===== src/rtl/kffra_pkg.sv =====
// ----------------------------------------------------------------------------
// kffra_pkg
// Shared types and codes for the keyed first-fit region allocator.
// ----------------------------------------------------------------------------
package kffra_pkg;

  localparam int KEY_W = 48;
  localparam int OFS_W = 32;

  typedef logic [2:0] status_t;
  localparam status_t ST_PLACED   = 3'd0;
  localparam status_t ST_REPLACED = 3'd1;
  localparam status_t ST_FREED    = 3'd2;
  localparam status_t ST_ABSENT   = 3'd3;
  localparam status_t ST_FULL     = 3'd4;
  localparam status_t ST_RANGE    = 3'd5;

  localparam logic OP_ALLOC = 1'b0;
  localparam logic OP_FREE  = 1'b1;

  typedef struct packed {
    logic               op;
    logic signed [15:0] key_x;
    logic signed [15:0] key_y;
    logic signed [15:0] key_z;
    logic [31:0]        region_bytes;
  } req_t;

  typedef struct packed {
    logic [31:0] region_offset;
    status_t     status;
  } rsp_t;

  // controller -> datapath
  typedef struct packed {
    logic load;       // latch request, reset index
    logic idx_clr;    // index back to zero
    logic idx_inc;
    logic idx_dec;
    logic rd_en;      // read slot at index
    logic mark_had;   // key hit at index
    logic rm_mv;      // write slot idx with read data (idx+1 read)
    logic used_dec;
    logic gap_step;   // evaluate slot data for gap search
    logic ins_mv;     // write slot idx with read data (idx-1 read)
    logic ins_put;    // write new region at idx
    logic used_inc;
    logic done;       // present result
  } cmd_t;

  // datapath -> controller
  typedef struct packed {
    logic key_hit;
    logic idx_at_used;   // idx >= used
    logic idx_last;      // idx+1 >= used
    logic idx_le_pos;    // idx <= pos
    logic gap_fit;
    logic full;
    logic size_zero;
    logic is_free;
    logic had;
    logic range_bad;     // chosen gap would end past the offset range
  } sts_t;

endpackage


===== src/rtl/kffra_ctrl.sv =====
// ----------------------------------------------------------------------------
// kffra_ctrl
// Sequencer: key search, removal shift, gap search, insert shift, result.
// ----------------------------------------------------------------------------
module kffra_ctrl import kffra_pkg::*; (
  input  logic clk,
  input  logic rst,
  input  logic start,
  input  sts_t sts,
  output logic busy,
  output cmd_t cmd
);

  typedef enum logic [10:0] {
    S_IDLE  = 11'b00000000001,
    S_KRD   = 11'b00000000010,
    S_KCHK  = 11'b00000000100,
    S_RMV   = 11'b00000001000,
    S_RMW   = 11'b00000010000,
    S_DEC   = 11'b00000100000,
    S_GRD   = 11'b00001000000,
    S_GCHK  = 11'b00010000000,
    S_INS   = 11'b00100000000,
    S_INW   = 11'b01000000000,
    S_DONE  = 11'b10000000000
  } state_t;

  state_t state, state_next;

  always_ff @(posedge clk) begin
    if (rst) state <= S_IDLE;
    else state <= state_next;
  end

  assign busy = state != S_IDLE;

  always_comb begin
    state_next = state;
    cmd = '0;
    case (state)
      S_IDLE: begin
        if (start) begin
          cmd.load = 1'b1;
          state_next = S_KRD;
        end
      end
      S_KRD: begin
        if (sts.idx_at_used) state_next = S_DEC;
        else begin
          cmd.rd_en = 1'b1;
          state_next = S_KCHK;
        end
      end
      S_KCHK: begin
        if (sts.key_hit) begin
          cmd.mark_had = 1'b1;
          state_next = S_RMV;
        end else begin
          cmd.idx_inc = 1'b1;
          state_next = S_KRD;
        end
      end
      S_RMV: begin
        if (sts.idx_last) state_next = S_DEC;
        else begin
          cmd.rm_mv = 1'b1;
          cmd.rd_en = 1'b1;
          state_next = S_RMW;
        end
      end
      S_RMW: begin
        cmd.idx_inc = 1'b1;
        state_next = S_RMV;
      end
      S_DEC: begin
        if (sts.had) cmd.used_dec = 1'b1;
        cmd.idx_clr = 1'b1;
        if (sts.is_free || sts.size_zero) state_next = S_DONE;
        else state_next = S_GRD;
      end
      S_GRD: begin
        if (sts.full) state_next = S_DONE;
        else if (sts.idx_at_used) begin
          if (sts.range_bad) state_next = S_DONE;
          else state_next = S_INS;
        end else begin
          cmd.rd_en = 1'b1;
          state_next = S_GCHK;
        end
      end
      S_GCHK: begin
        cmd.gap_step = 1'b1;
        if (sts.gap_fit) state_next = S_GRD;
        cmd.idx_inc = 1'b1;
        if (!sts.gap_fit) state_next = S_GRD;
      end
      S_INS: begin
        // idx walks from used down to pos, shifting slots up
        if (sts.idx_le_pos) begin
          cmd.ins_put  = 1'b1;
          cmd.used_inc = 1'b1;
          state_next = S_DONE;
        end else begin
          cmd.ins_mv  = 1'b1;
          cmd.rd_en   = 1'b1;
          cmd.idx_dec = 1'b1;
          state_next = S_INW;
        end
      end
      S_INW: begin
        // moved slot is written this cycle
        state_next = S_INS;
      end
      S_DONE: begin
        cmd.done = 1'b1;
        state_next = S_IDLE;
      end
      default: state_next = S_IDLE;
    endcase
  end

endmodule


===== config.mk =====
export PLATFORM = sky130hd
export DESIGN_NAME = kffra_ctrl
export DESIGN_NICKNAME = d
export VERILOG_FILES = /design/src/rtl/kffra_pkg.sv /design/src/rtl/kffra_ctrl.sv
export SDC_FILE = /design/constraint.sdc
export NUM_CORES = 1
export LEC_CHECK = 0
export ABC_CLOCK_PERIOD_IN_PS = 1600
export BUFFER_PORTS_ARGS = -buffer_cell sky130_fd_sc_hd__buf_2
export CAP_MARGIN = 20
export CORE_UTILIZATION = 50
export DETAILED_ROUTE_END_ITERATION = 8
export GPL_TIMING_DRIVEN = 0
export PLACE_DENSITY = 0.89
export REMOVE_ABC_BUFFERS = 1
export SYNTH_ARGS = -nofsm -noshare
export SYNTH_HDL_FRONTEND = slang
export SYNTH_SLANG_ARGS = --single-unit

===== constraint.sdc =====
create_clock -name clk -period 1.6 [get_ports clk]
set_input_delay 0.24 -clock clk [delete_from_list [all_inputs] [get_ports clk]]
set_output_delay 0.24 -clock clk [all_outputs]
set_load 0.01 [all_outputs]

==> results.toml <==
[synthesis]
seq_area_frac_synth_pct = 24.9
synth_top_area_share_pct = 24.9
ys_ff_latch = 11
syn_avg_cell_area_um2 = 8.35
yosysWarningCount = 0
synth-async-reset-ratio_pct = 0
synth_common_cells = "dfxtp_1, nor2_1, nor3_1"
synth_area_leaders = "dfxtp_1, buf_6, nor4b_1"
syn_inst = 106
synth_edf_count = 0
yosysMostFrequentCell = "dfxtp_1"
yosys_most_used_dff = "dfxtp_1"
synth_area_um2 = 885
synth_largest_area_cell = "dfxtp_1"
netlist-cell-type-count = 43

[detailed_routing]
antenna_left = 0
avgRoutedWirePerCell_um = 19.2
vias = 1113
drt_pass1_iterations = 6
drt-initial-drc-count = 40
wl_mm = 3.26
via_per_inst = 6.55
drc_errors = 0

[pwr]
powerDensity_nw_per_um2 = 824
peakVddDrop_uv = 724
p_total_mw = 1.14
leakagePower_nw = 0.596

[clocking]
hold_buffers = 0
cts_buffers = 3
h-tree-depth = 1
cts_buffer_depth = 2
cts_sinks = 11
cts_tree = "done"
worstSkewPairLatency_ns = 0.28
cts_root_buf = "clkbuf_4"
path_clk_slew_ns = 0.08

[hold_path]
hp-class = "in -> reg"

[finish]
n_antenna_cell = 0
drive_gt1_share_pct = 63.6
biggestRegsByFlops = "state: 11 flops"
regArea_um2 = 259
fin_area_um2 = 1390
multi_input_area_um2 = 679
syn_to_final_growth_pct = 56.9
fin_util_pct = 88.0
finalNonFillerCells = 170
largest_reg_flops = 11
fill_cells = 66
largest_register = "state"
nNetsFinal = 168

[outcome]
failed_checks = "setup timing"
status = "complete, but fails checks"

[global_route]
grt_max_degree = 12
grt_overflow = 0
first_global_vias = 987
grt_use_total_pct = 33.4
antenna_found_initial = 0
grt_pass1_wl_mm = 4.77

[floorplan]
die_area_um2 = 1940
die_w_um = 44.1
core_area_um2 = 1580
ioPinCount = 27
die_y_um = 44.1
start_util_pct = 56.1
fp-row-count = 14

[placed_design]
portBuffers = 25
place_congestion = 0.816
dp_slack_ns = -0.174
hpwl_mm = 1.48
dpl-instance-area_um2 = 947
place_inst = 137

[timing]
timing.fmax_mhz = 534
timing.slew.headroom_pct = 74.7
hold_ws_ns = 0.140
setup_viol_count_final = 17
worst_pin_slew_ns = 0.376
final.min_clock_period_ns = 1.87
min_period_over_period_pct = 117
hold_violations = 0
timing.final.ws_setup_ns = -0.273
drv_slew = 0
rsz0062_at_grt = "yes"
setup-tns-final_ns = -2.70
fin_skew_ns = 0.00554

[setup_path]
crit_arrival_ns = 1.63
worstSetupPathType = "reg -> out"
worst_setup_path_start_kind = "flop"
end_kind = "output pin"
worstPathMaxFanout = 4
cp.required_ns = 1.36

[run]
maxCapViolCount = 0
[cell families (layout without fill, tap and decap cells)]
| group | count (synthesis) | after routing | share of synthesized area [%] |
|---|---|---|---|
| compound gates | 19 | 19 | 14.0 |
| flops | 11 | 11 | 24.9 |
| xor+xnor | 4 | 4 | 3.96 |
| simple gates | 57 | 57 | 45.7 |
| buf+inv | 15 | 63 | 11.5 |
[cell type report]
cell class | count | share of cell area [%]
multi-input cells | 80 | 49.0
repair buffers | 54 | 27.6
flip-flops and latches | 11 | 18.7
clock buffers | 3 | 1.62
well taps | 16 | 1.44
inverters | 5 | 1.35
clock inverters | 1 | 0.361
[timing repair]
action / 4_1_cts / 5_1_grt
gates cloned: 0 / 0
hold endpoints to repair: 0 / 0
pin swaps: 19 / 10
buffers inserted: 22 / 7
endpoints found under the setup margin: 25 / 25
gates resized for setup: 44 / 11
[layer usage]
layer	up-vias	global-route usage, %	part of all wire [%]
li1	490	-	-
met1	550	44.5	41
met2	60	55.3	49
met3	13	7.76	7.2
met4	0	7.27	2.1
met5	-	0	0
[worst max-delay path: stages (launching register included)]
cell,delay [ns]
dfxtp_4,0.37
nor4_4,0.37
buf_4,0.20
nand4_4,0.13
nor2_2,0.15
buf_2,0.14
[where the power goes]
part | total, mW | internal (mW) | switching [mW]
logic | 0.591 | 0.304 | 0.288
registers | 0.352 | 0.287 | 0.0656
clock network | 0.200 | 0.0929 | 0.107
total | 1.14 | 0.683 | 0.460
[worst paths after layout]
path                                from        to  slack [ns]  cells after the start
worst min register to register  state[4]  state[6]        0.57                      1
worst max register to register  state[6]  state[1]       -0.07                      7
worst max-delay path            state[6]   cmd[12]       -0.27                      5
worst min-delay path              sts[6]  state[9]        0.14                      2
[cell usage in the layout (no fill, tap or decap), types with 3 or more instances in the layout]
| master | netlist | layout |
|---|---|---|
| a21oi_1 | 6 | 5 |
| and2_4 | 0 | 3 |
| inv_1 | 5 | 4 |
| nor3_4 | 1 | 4 |
| buf_6 | 4 | 6 |
| nor4b_2 | 0 | 3 |
| o21ai_0 | 5 | 4 |
| nor2_1 | 8 | 4 |
| nor2_2 | 0 | 4 |
| buf_2 | 3 | 23 |
| clkbuf_4 | 0 | 3 |
| nand4_1 | 3 | 3 |
| nor3_1 | 8 | 6 |
| dfxtp_4 | 0 | 10 |
| nand3_1 | 6 | 5 |
| buf_4 | 3 | 24 |
No activity file was read; power rests on OpenSTA's default activity.
